### config.mk
export PLATFORM = sky130hd
export DESIGN_NAME = integer_to_ascii_formatter
export DESIGN_NICKNAME = d
export VERILOG_FILES = /design/src/hw/rtl/i2a_pkg.sv /design/src/hw/rtl/i2a_datapath.sv /design/src/hw/rtl/i2a_controller.sv /design/src/hw/rtl/integer_to_ascii_formatter.sv
export SDC_FILE = /design/constraint.sdc
export NUM_CORES = 1
export LEC_CHECK = 0
export BUFFER_PORTS_ARGS = -buffer_cell sky130_fd_sc_hd__buf_2
export CAP_MARGIN = 20
export CORE_ASPECT_RATIO = 1.25
export CORE_MARGIN = 8
export CORE_UTILIZATION = 49
export DETAILED_ROUTE_END_ITERATION = 10
export GPL_TIMING_DRIVEN = 0
export PLACE_DENSITY_LB_ADDON = 0.2
export SKIP_CTS_REPAIR_TIMING = 1
export SYNTH_ARGS = -nofsm -noshare
export SYNTH_HDL_FRONTEND = slang
export SYNTH_SLANG_ARGS = --single-unit
### constraint.sdc
create_clock -name clock -period 9.4 [get_ports clock]
set_input_delay 0 -clock clock [delete_from_list [all_inputs] [get_ports clock]]
set_output_delay 0 -clock clock [all_outputs]
set_load 0.1 [all_outputs]
### src/hw/rtl/i2a_pkg.sv
// Shared types, constants and helpers of the integer to ASCII formatter.
`default_nettype none
package i2a_pkg;

   // Format selector codes; the code above hexadecimal also prints hexadecimal.
   localparam logic [1:0] CMD_SIGNED   = 2'd0;
   localparam logic [1:0] CMD_UNSIGNED = 2'd1;
   localparam logic [1:0] CMD_HEX      = 2'd2;

   // Character source selected for one output character.
   localparam logic [1:0] EMIT_MINUS = 2'd0;
   localparam logic [1:0] EMIT_ZERO  = 2'd1;
   localparam logic [1:0] EMIT_X     = 2'd2;
   localparam logic [1:0] EMIT_DIGIT = 2'd3;

   // ASCII codes.
   localparam logic [7:0] ASCII_ZERO  = 8'h30;
   localparam logic [7:0] ASCII_UPPER = 8'h41;
   localparam logic [7:0] ASCII_MINUS = 8'h2D;
   localparam logic [7:0] ASCII_X     = 8'h78;

   // Conversion geometry: 32 binary bits into 10 BCD digits, 4 bits per cycle.
   localparam int BIN_WIDTH     = 32;
   localparam int DEC_DIGITS    = 10;
   localparam int BITS_PER_STEP = 4;
   localparam int CONV_STEPS    = BIN_WIDTH / BITS_PER_STEP;
   localparam int CNT_WIDTH     = $clog2(CONV_STEPS);

   // Commands from the controller to the datapath.
   typedef struct packed {
      logic       load;
      logic       conv;
      logic       set_ptr;
      logic       dec_ptr;
      logic       emit;
      logic [1:0] emit_sel;
   } cmd_type;

   // Status from the datapath to the controller.
   typedef struct packed {
      logic hex;
      logic neg;
      logic ptr_zero;
   } stat_type;

   // One hexadecimal or decimal digit as an upper-case ASCII character.
   function automatic logic [7:0] digit_ascii(input logic [3:0] nib);
      logic [7:0] res;
      if (nib < 4'd10) begin
         res = ASCII_ZERO + {4'd0, nib};
      end else begin
         res = ASCII_UPPER + {4'd0, nib} - 8'd10;
      end
      return res;
   endfunction

endpackage
`default_nettype wire

### src/hw/rtl/i2a_datapath.sv
// Datapath: operand registers, binary to BCD converter, digit pointer, output register.
`default_nettype none
module i2a_datapath (
   input  wire logic              clock,
   input  wire logic              reset,
   input  wire logic [1:0]        req_cmd,
   input  wire logic [63:0]       req_value,
   input  wire i2a_pkg::cmd_type  cmd,
   output i2a_pkg::stat_type      stat,
   output logic                   rsp_strobe,
   output logic [7:0]             rsp_ch,
   output logic                   rsp_last
);
   import i2a_pkg::*;

   logic [BIN_WIDTH-1:0]      bin_ff, bin_in;
   logic [63:0]               dig_ff, dig_in;
   logic [3:0]                ptr_ff, ptr_in;
   logic                      hex_ff, hex_in;
   logic                      neg_ff, neg_in;
   logic                      strobe_ff, strobe_in;
   logic [7:0]                ch_ff, ch_in;
   logic                      last_ff, last_in;

   logic [BIN_WIDTH-1:0]      low;
   logic [BIN_WIDTH-1:0]      tb;
   logic [DEC_DIGITS*4-1:0]   td;
   logic [3:0]                top_pos;
   logic [3:0]                cur_nib;

   // Highest nonzero digit; position zero when the whole word is zero.
   always_comb begin
      top_pos = 4'd0;
      for (int i = 0; i < 16; i++) begin
         if (dig_ff[i*4 +: 4] != 4'd0) begin
            top_pos = 4'(i);
         end
      end
   end

   // Four double-dabble steps per cycle over the ten BCD digits.
   always_comb begin
      tb = bin_ff;
      td = dig_ff[DEC_DIGITS*4-1:0];
      for (int s = 0; s < BITS_PER_STEP; s++) begin
         for (int d = 0; d < DEC_DIGITS; d++) begin
            if (td[d*4 +: 4] >= 4'd5) begin
               td[d*4 +: 4] = td[d*4 +: 4] + 4'd3;
            end
         end
         td = {td[DEC_DIGITS*4-2:0], tb[BIN_WIDTH-1]};
         tb = {tb[BIN_WIDTH-2:0], 1'b0};
      end
   end

   assign low     = req_value[BIN_WIDTH-1:0];
   assign cur_nib = dig_ff[ptr_ff*4 +: 4];

   // Next-state logic of the operand and digit registers.
   always_comb begin
      bin_in = bin_ff;
      dig_in = dig_ff;
      hex_in = hex_ff;
      neg_in = neg_ff;
      ptr_in = ptr_ff;
      if (cmd.load) begin
         hex_in = req_cmd[1];
         neg_in = (req_cmd == CMD_SIGNED) && low[BIN_WIDTH-1];
         if (req_cmd[1]) begin
            dig_in = req_value;
            bin_in = '0;
         end else begin
            dig_in = '0;
            bin_in = ((req_cmd == CMD_SIGNED) && low[BIN_WIDTH-1]) ? (~low + 1'b1) : low;
         end
      end else if (cmd.conv) begin
         bin_in = tb;
         dig_in = {{(64 - DEC_DIGITS*4){1'b0}}, td};
      end
      if (cmd.set_ptr) begin
         ptr_in = top_pos;
      end else if (cmd.dec_ptr) begin
         ptr_in = ptr_ff - 4'd1;
      end
   end

   // Output character selection.
   always_comb begin
      strobe_in = cmd.emit;
      last_in   = 1'b0;
      case (cmd.emit_sel)
         EMIT_MINUS: ch_in = ASCII_MINUS;
         EMIT_ZERO:  ch_in = ASCII_ZERO;
         EMIT_X:     ch_in = ASCII_X;
         default: begin
            ch_in   = digit_ascii(cur_nib);
            last_in = (ptr_ff == 4'd0);
         end
      endcase
   end

   // Payload registers.
   always_ff @(posedge clock) begin
      bin_ff  <= bin_in;
      dig_ff  <= dig_in;
      ptr_ff  <= ptr_in;
      hex_ff  <= hex_in;
      neg_ff  <= neg_in;
      ch_ff   <= ch_in;
      last_ff <= last_in;
   end

   // Output strobe.
   always_ff @(posedge clock) begin
      if (reset) begin
         strobe_ff <= 1'b0;
      end else begin
         strobe_ff <= strobe_in;
      end
   end

   assign stat.hex      = hex_ff;
   assign stat.neg      = neg_ff;
   assign stat.ptr_zero = (ptr_ff == 4'd0);
   assign rsp_strobe    = strobe_ff;
   assign rsp_ch        = ch_ff;
   assign rsp_last      = last_ff;

endmodule
`default_nettype wire

### src/hw/rtl/i2a_controller.sv
// Controller: sequences conversion, prefix and digit output of one request.
`default_nettype none
module i2a_controller (
   input  wire logic               clock,
   input  wire logic               reset,
   input  wire logic               start,
   output logic                    busy,
   output i2a_pkg::cmd_type        cmd,
   input  wire i2a_pkg::stat_type  stat
);
   import i2a_pkg::*;

   localparam logic [2:0] S_IDLE  = 3'd0;
   localparam logic [2:0] S_CONV  = 3'd1;
   localparam logic [2:0] S_SIGN  = 3'd2;
   localparam logic [2:0] S_PFX0  = 3'd3;
   localparam logic [2:0] S_PFXX  = 3'd4;
   localparam logic [2:0] S_DIGIT = 3'd5;

   logic [2:0]           state_ff, state_in;
   logic [CNT_WIDTH-1:0] cnt_ff, cnt_in;

   // State transitions and commands.
   always_comb begin
      state_in     = state_ff;
      cnt_in       = cnt_ff;
      cmd          = '0;
      cmd.emit_sel = EMIT_DIGIT;
      unique case (state_ff)
         S_IDLE: begin
            cnt_in = '0;
            if (start) begin
               cmd.load = 1'b1;
               state_in = S_CONV;
            end
         end
         S_CONV: begin
            if (stat.hex) begin
               cmd.set_ptr = 1'b1;
               state_in    = S_PFX0;
            end else begin
               cmd.conv = 1'b1;
               cnt_in   = cnt_ff + 1'b1;
               if (cnt_ff == CNT_WIDTH'(CONV_STEPS - 1)) begin
                  state_in = S_SIGN;
               end
            end
         end
         S_SIGN: begin
            cmd.set_ptr  = 1'b1;
            cmd.emit     = stat.neg;
            cmd.emit_sel = EMIT_MINUS;
            state_in     = S_DIGIT;
         end
         S_PFX0: begin
            cmd.emit     = 1'b1;
            cmd.emit_sel = EMIT_ZERO;
            state_in     = S_PFXX;
         end
         S_PFXX: begin
            cmd.emit     = 1'b1;
            cmd.emit_sel = EMIT_X;
            state_in     = S_DIGIT;
         end
         S_DIGIT: begin
            cmd.emit    = 1'b1;
            cmd.dec_ptr = 1'b1;
            if (stat.ptr_zero) begin
               state_in = S_IDLE;
            end
         end
         default: begin
            state_in = S_IDLE;
         end
      endcase
   end

   // State registers.
   always_ff @(posedge clock) begin
      if (reset) begin
         state_ff <= S_IDLE;
         cnt_ff   <= '0;
      end else begin
         state_ff <= state_in;
         cnt_ff   <= cnt_in;
      end
   end

   assign busy = (state_ff != S_IDLE);

endmodule
`default_nettype wire

### src/hw/rtl/integer_to_ascii_formatter.sv
// Top level of the integer to ASCII formatter.
// A request is taken when start is high and busy is low. Its text leaves one
// character per cycle on rsp_ch, each marked by rsp_strobe for exactly one
// cycle, most significant digit first, with rsp_last on the final character;
// the receiver must take every character as it comes. Decimal requests are
// loaded, converted by a double-dabble unit that takes four bits a cycle,
// pass a sign step that gives a minus sign when negative, then give their
// digits. Hexadecimal requests are loaded, find the leading digit, give the
// 0x prefix and then their digits. busy drops while the final character is
// on the outputs, so the next request may be given in that cycle.
`default_nettype none
module integer_to_ascii_formatter (
   input  wire logic        clock,
   input  wire logic        reset,
   input  wire logic        start,
   output logic             busy,
   input  wire logic [1:0]  req_cmd,
   input  wire logic [63:0] req_value,
   output logic             rsp_strobe,
   output logic [7:0]       rsp_ch,
   output logic             rsp_last
);
   import i2a_pkg::*;

   cmd_type  cmd;
   stat_type stat;

   // Sequencer.
   i2a_controller u_ctrl (
      .clock (clock),
      .reset (reset),
      .start (start),
      .busy  (busy),
      .cmd   (cmd),
      .stat  (stat)
   );

   // Conversion and output datapath.
   i2a_datapath u_dp (
      .clock      (clock),
      .reset      (reset),
      .req_cmd    (req_cmd),
      .req_value  (req_value),
      .cmd        (cmd),
      .stat       (stat),
      .rsp_strobe (rsp_strobe),
      .rsp_ch     (rsp_ch),
      .rsp_last   (rsp_last)
   );

   // An accepted request makes the block busy.
   a_accept_busy: assert property (@(posedge clock) disable iff (reset)
      (start && !busy) |=> busy)
      else $error("accepted request did not raise busy");

   // The final character leaves only as the block goes idle.
   a_last_idle: assert property (@(posedge clock) disable iff (reset)
      (rsp_strobe && rsp_last) |-> !busy)
      else $error("final character while still busy");

   // An idle block emits nothing in the next cycle.
   a_idle_quiet: assert property (@(posedge clock) disable iff (reset)
      !busy |=> !rsp_strobe)
      else $error("character emitted without a request in progress");

   // Decimal conversion never runs on a hexadecimal request.
   a_conv_dec: assert property (@(posedge clock) disable iff (reset)
      cmd.conv |-> !stat.hex)
      else $error("conversion step on a hexadecimal request");

endmodule
`default_nettype wire
; After elaboration in Yosys (flattened, before gate mapping)
; Cells that the tools add are included.
[classes]
bitwise = 1
mux = 82
eq_ne = 12
n_lt_le_gt_ge = 41
n_addsub = 46
reduce_logical = 29
shift = 1
[ops]
columns = op, count
row1 = 2-to-1 mux 64 bit, 3
row2 = 2-to-1 mux 4 bit, 46
row3 = "greater-or-equal comparator 4 x 3 -> 1 bit, second input constant", 40
row4 = "adder 4 x 2 -> 4 bit, second input constant", 36
row5 = 2-to-1 mux 32 bit, 4
row6 = variable part select 64 x 7 -> 4 bit, 1
row7 = nonzero test 4 bit, 15
row8 = 2-to-1 mux 3 bit, 13
row9 = "adder 32 x 1 -> 32 bit, second input constant", 1
row10 = inverter 32 bit, 1
row11 = case mux 8 bit (3 select lines), 1
row12 = case mux 3 bit (5 select lines), 1
row13 = "adder 3 x 2 -> 3 bit, second input constant", 4
row14 = "equality test 3 bit, second input constant", 3
row15 = "adder 7 x 4 -> 8 bit, first input constant", 1
row16 = 2-to-1 mux 8 bit, 1
row17 = "subtractor 8 x 4 -> 8 bit, second input constant", 1
row18 = "adder 6 x 4 -> 7 bit, first input constant", 1
row19 = 2-to-1 mux 1 bit, 7
row20 = "equality test 3 x 2 -> 1 bit, second input constant", 2
row21 = "!= test 2 bit, second input constant", 3
row22 = case mux 2 bit (3 select lines), 1
row23 = case mux 3 bit (2 select lines), 1
row24 = nonzero test 2 bit, 3
row25 = other kinds (18), 22
[totals]
out_inout_bits = 11
inputBits = 69
wordCells = 222
register_bits = 118

; Logic depth before layout (Yosys ltp)
[logic_depth]
ltp_word = 17
mapped_depth = 19
ltp_nobuf = 19

; By module
; From an unflattened synthesis, not the netlist that was laid out.
[unflattened]
hier_cells = 1320
hier_area_um2 = 11235.8
[by_module_without_submodules]
columns = module, area_per_inst_um2, cells_per_inst, instances, seq_area_each_um2
row1 = i2a_datapath, 10870.4, 1279, 1, 3243.1
row2 = i2a_controller, 365.4, 41, 1, 120.1

; Worst setup path after synthesis
; OpenSTA, ideal clock, no wires.
[synth_timing]
path_kind = reg-to-reg
startpoint = register u_ctrl.state_ff[2]
endpoint = register u_dp.bin_ff[0], enable pin
setup_ps = 903
path_buffers = 3
period_less_slack_ps = 3839
setup_slack_ps = 5561
path_stages_with_launch = 7
required_time_ps = 8497
arrival_time_ps = 2936
cell_sequence = dfxtp_1 -> clkbuf_1 -> nor3_1 -> nand2_1 -> clkbuf_1 -> clkbuf_1 -> nand2_1
[synth_via]
elab_chain_cells = 3
elab_cells_between_ends = 5
classes_between = eq/ne (1) / mux (2) / reduce/logical (2)
[synth_lines]
columns = item, line_no
row1 = "start, declared", i2a_controller.sv:20  ; logic [2:0] state_ff, state_in;
row2 = "start signal, assigned", i2a_controller.sv:84  ; state_ff <= state_in;
row3 = equality test 3 x 1 -> 1 bit or zero test 3 bit (tied branches), i2a_controller.sv:29  ; unique case (state_ff)
row4 = 2-to-1 mux 1 bit, i2a_controller.sv:29
row5 = nonzero test 2 bit (no source line) *, -
row6 = "end signal, assigned", i2a_datapath.sv:104  ; bin_ff <= bin_in;
row7 = "end, declared", i2a_datapath.sv:16  ; logic [BIN_WIDTH-1:0] bin_ff, bin_in;
; Every way passes the cells marked *; elsewhere a longest branch is shown, timed or not.
; A chain may end at the register's enable or synchronous reset.

; Final worst setup path
[layout_timing]
startpoint = register u_dp.dig_ff[28]
endpoint = register u_dp.dig_ff[38], data pin
[layout_via]
elab_chain_cells = 10
elab_cells_between_ends = 20
classes_between = add/sub (6) / order compare (6) / mux (8)
[layout_lines]
columns = item, line_no
row1 = "start, declared", i2a_datapath.sv:17  ; logic [63:0] dig_ff, dig_in;
row2 = "start signal, assigned", i2a_datapath.sv:105  ; dig_ff <= dig_in;
row3 = adder 4 x 2 -> 4 bit or greater-or-equal comparator 4 x 3 -> 1 bit (tied branches), "i2a_datapath.sv:48, i2a_datapath.sv:47"
row4 = 2-to-1 mux 4 bit *, i2a_datapath.sv:47  ; if (td[d*4 +: 4] >= 4'd5) begin
row5 = adder 4 x 2 -> 4 bit or greater-or-equal comparator 4 x 3 -> 1 bit (tied branches), "i2a_datapath.sv:48, i2a_datapath.sv:47"
row6 = 2-to-1 mux 4 bit, i2a_datapath.sv:47
row7 = "adder 4 x 2 -> 4 bit, or another cell as far along", i2a_datapath.sv:48  ; td[d*4 +: 4] = td[d*4 +: 4] + 4'd3;
row8 = 2-to-1 mux 4 bit or 2-to-1 mux 3 bit (tied branches), i2a_datapath.sv:47
row9 = greater-or-equal comparator 4 x 3 -> 1 bit or adder 3 x 2 -> 3 bit (tied branches), "i2a_datapath.sv:47, i2a_datapath.sv:48"
row10 = 2-to-1 mux 3 bit *, i2a_datapath.sv:47
row11 = 2-to-1 mux 64 bit *, i2a_datapath.sv:76  ; end else if (cmd.conv) begin
row12 = 2-to-1 mux 64 bit *, i2a_datapath.sv:66  ; if (cmd.load) begin
row13 = via u_dp.dig_in[38], i2a_datapath.sv:17
; The timed path passes the listed nets; every way through them passes the cells marked *. The select of a mux whose other input is x is not followed.

==> metrics <==
Crit path largest cell delay 0.54 ns; status finished, violations left; drt pass-1 iters 5; number of synthesized flops with an enable pin 102; Hold Path End u_dp.dig_ff[2]$_DFFE_PP_; Yosys reg bits 117; crit-path max FO 7; Worst-Margin Slew 0.968 ns; HPWL after detailed placement 24300 µm; R2R setup slack 5.13 ns; Min Hold Slack -0.00612 ns; Yosys warnings 0; reg-to-reg endpoint u_dp.dig_ff[38]$_DFFE_PP_; PortBufs 78; Hold Path Class primary input to flop; Vias 10900; crit end category flop; final core occ 0.583; final setup vio count 0; register clock-pin slew on the reported worst setup and hold paths 0.06 ns; fraction of layout cells with a size suffix above 1 0.134; fmax 0.234 GHz; routability cong. 0.909; H-Tree Depth 4; Max Cap Violations 0; die area 27800 µm²; Die Ht 184 µm; GRT Total Usage 0.225; Max clock buf depth 2; worst-path cell chain inv_1, ha_1, nor2b_1, or3_1, and2_1, inv_2, ha_1, o21bai_1, a211oi_1, o22ai_1, nand2b_1, xor2_1, ha_1, nor2b_1, o211ai_1, o2bb2ai_2, mux2i_1, a21o_1; Initial Util 0.499; RSZ-0062 raised after global routing no; routed vias/inst 6.12; final WL 32500 µm; Area Growth Syn to Fin 16.8%; Slew Limit Headroom 0.354; Gate Count Post-Synth 1345; final setup margin 5.13 ns; Die X 151 µm; Arr. time, crit path 4.45 ns; Hold Crit Start req_value[2]; mapped cell area 11100 µm²; cells on worst reg2reg path 18; cts bufs inserted 17; CP required 9.58 ns; sequential-to-total area share from yosys stat 0.302; Post-synth top flop edfxtp_1; cell mode on critical path ha_1; async set-or-reset flop fraction in the synthesized netlist 0; total gr overflow 0; initial antenna violation count 0; startpoint types flop; Crit-path slowest cell edfxtp_1; Clock Tree Root clkbuf_16; Avg WL per Cell 18.2 µm; ant diodes 0; Hold Path Stages 3; CTS tree built; row cnt 61; failing checks negative hold slack; crit share post-route 0.454; Tmin final 4.27 ns; pre-CTS setup slack 5.21 ns; first-pass GRT wire length 50100 µm; hold violation count in the final report 1; reg-to-reg startpoint u_dp.dig_ff[28]$_DFFE_PP_; clock skew 0.00947 ns; Clock Latency Late Sink 0.43 ns; # DRC 0; DRT iter0 DRCs 874; Syn Nets 1459; nets 1606; Core ar. 22300 µm²; io pins 80; Clock Sinks 117; fin. max-slew vios 0; number of antenna-violating nets in the routed design 0; final setup TNS 0 ns; largest net degree at the start of global routing 61; Unique masters post-synth 90; Post-Syn Area per Cell 8.27 µm²; vias in the first global route 9979; kind of critical path flop to flop
[critical path, delay by kind of cell, from the launching register on]
family	cells	cell delay, ns
simple gates	5	1.01
buf+inv	2	0.18
fa+ha+maj	3	0.68
flops	1	0.54
mux	1	0.14
xor+xnor	1	0.28
compound gates	6	1.19
[logic make-up (layout without fill, tap and decap cells)]
group | count (synthesis) | in the layout | synth area share
and+or+nand+nor | 487 | 487 | 0.217
AOI/OAI and AO/OA | 468 | 468 | 0.288
buffers and inverters | 129 | 289 | 0.0464
DFF | 117 | 117 | 0.302
muxes | 56 | 56 | 0.0620
adders and majority gates | 45 | 45 | 0.0506
xor gates and xnor gates | 42 | 42 | 0.0331
other | 1 | 1 | 0.000337
[sequential cells by signal (all words and copies together) (netlist names)]
signal and cells:
u_dp.ptr_ff 4, u_ctrl.cnt_ff 3, u_dp.hex_ff 1, u_dp.bin_ff 32, u_dp.rsp_ch 7, u_dp.rsp_strobe 1, u_dp.neg_ff 1, u_dp.rsp_last 1
u_ctrl.state_ff 3, u_dp.dig_ff 64
[layout by cell type, fill, tap and decap left out, drive strengths merged, types with 12 or more instances in the layout]
| cell | count |
|---|---|
| ha | 45 |
| dfxtp | 15 |
| o31ai | 14 |
| or3 | 13 |
| nor3 | 41 |
| a31oi | 18 |
| clkbuf | 64 |
| nor2b | 12 |
| o211ai | 18 |
| nand3 | 37 |
| mux2i | 38 |
| xor2 | 19 |
| a21oi | 90 |
| and3 | 15 |
| nand2b | 32 |
| xnor2 | 23 |
| inv | 73 |
| o21bai | 13 |
| or2 | 23 |
| nand2 | 140 |
| dlygate4sd3 | 49 |
| o21ai | 136 |
| buf | 100 |
| a211oi | 29 |
| o21a | 18 |
| nor2 | 93 |
| and2 | 40 |
| edfxtp | 102 |
| a221oi | 14 |
| a22oi | 13 |
[routing by layer]
layer  vias up  GRT usage  part of all wire
li1       5362          -                 -
met1      5167      0.282              0.42
met2       346      0.379              0.48
met3        61     0.0272             0.055
met4         0      0.105             0.038
met5         -          0                 0
[Yosys cell counts, drive strengths merged (9+ instances only)]
| cell type | instances | area [µm²] |
|---|---|---|
| or3 | 13 | 81.3 |
| o31ai | 14 | 105 |
| buf | 21 | 111 |
| nand2b | 32 | 203 |
| edfxtp | 102 | 3060 |
| nand3 | 37 | 185 |
| and3 | 15 | 93.8 |
| o211ai | 18 | 145 |
| nor3 | 41 | 210 |
| o21ai | 136 | 688 |
| and2 | 40 | 255 |
| o21a | 18 | 135 |
| xnor2 | 23 | 201 |
| a22oi | 13 | 97.6 |
| a221oi | 14 | 135 |
| inv | 63 | 236 |
| a211o | 11 | 96.3 |
| o21bai | 13 | 97.6 |
| ha | 45 | 563 |
| xor2 | 19 | 166 |
| mux2i | 38 | 393 |
| dfxtp | 15 | 300 |
| nor4 | 11 | 68.8 |
| mux2 | 10 | 116 |
| a21o | 9 | 67.6 |
| a21oi | 90 | 473 |
| a31oi | 18 | 113 |
| nand2 | 140 | 526 |
| nor2 | 93 | 349 |
| nor2b | 12 | 75.1 |
| or2 | 23 | 144 |
| clkbuf | 44 | 165 |
| o22ai | 11 | 68.8 |
| a211oi | 29 | 233 |
[stage by stage]
stage | hold slack [ns] | std cells | area (µm²)
after floorplan | 0.0691 | 1345 | 11100
after global placement | 0.270 | 1706 | 11900
final | -0.00612 | 1788 | 13000
after global routing | 0.0106 | 1788 | 13000
after detailed placement | 0.272 | 1707 | 11900
after CTS | -0.188 | 1739 | 12500
[cell type report]
type | instances | area, µm²
plain buffers | 65 | 277
clock buffers | 20 | 500
clock inverters | 12 | 98.8
fillers | 2017 | 9290
inverters | 64 | 240
multi-input cells | 1099 | 7250
flip-flops and latches | 117 | 3360
well taps | 283 | 354
repair buffers | 128 | 908
[worst max-delay path by stage]
stage / from / to / slack (ns) / cells past startpoint
after global routing: u_dp.dig_ff[28]$_DFFE_PP_ / u_dp.dig_ff[38]$_DFFE_PP_ / 4.82 / 18
final: u_dp.dig_ff[28]$_DFFE_PP_ / u_dp.dig_ff[38]$_DFFE_PP_ / 5.13 / 18
after global placement: u_ctrl.state_ff[2]$_SDFFE_PP0P_ / u_dp.bin_ff[25]$_DFFE_PP_ / 3.26 / 6
after detailed placement: u_dp.dig_ff[28]$_DFFE_PP_ / u_dp.dig_ff[38]$_DFFE_PP_ / 5.21 / 17
after floorplan: u_ctrl.state_ff[2]$_SDFFE_PP0P_ / u_dp.bin_ff[0]$_SDFFCE_PP0P_ / 5.56 / 6
after CTS: u_dp.dig_ff[28]$_DFFE_PP_ / u_dp.dig_ff[38]$_DFFE_PP_ / 5.17 / 18
Power is left out: the tool's default activity adds up to more than one toggle a clock period on the data nets, which glitch-free logic cannot reach.
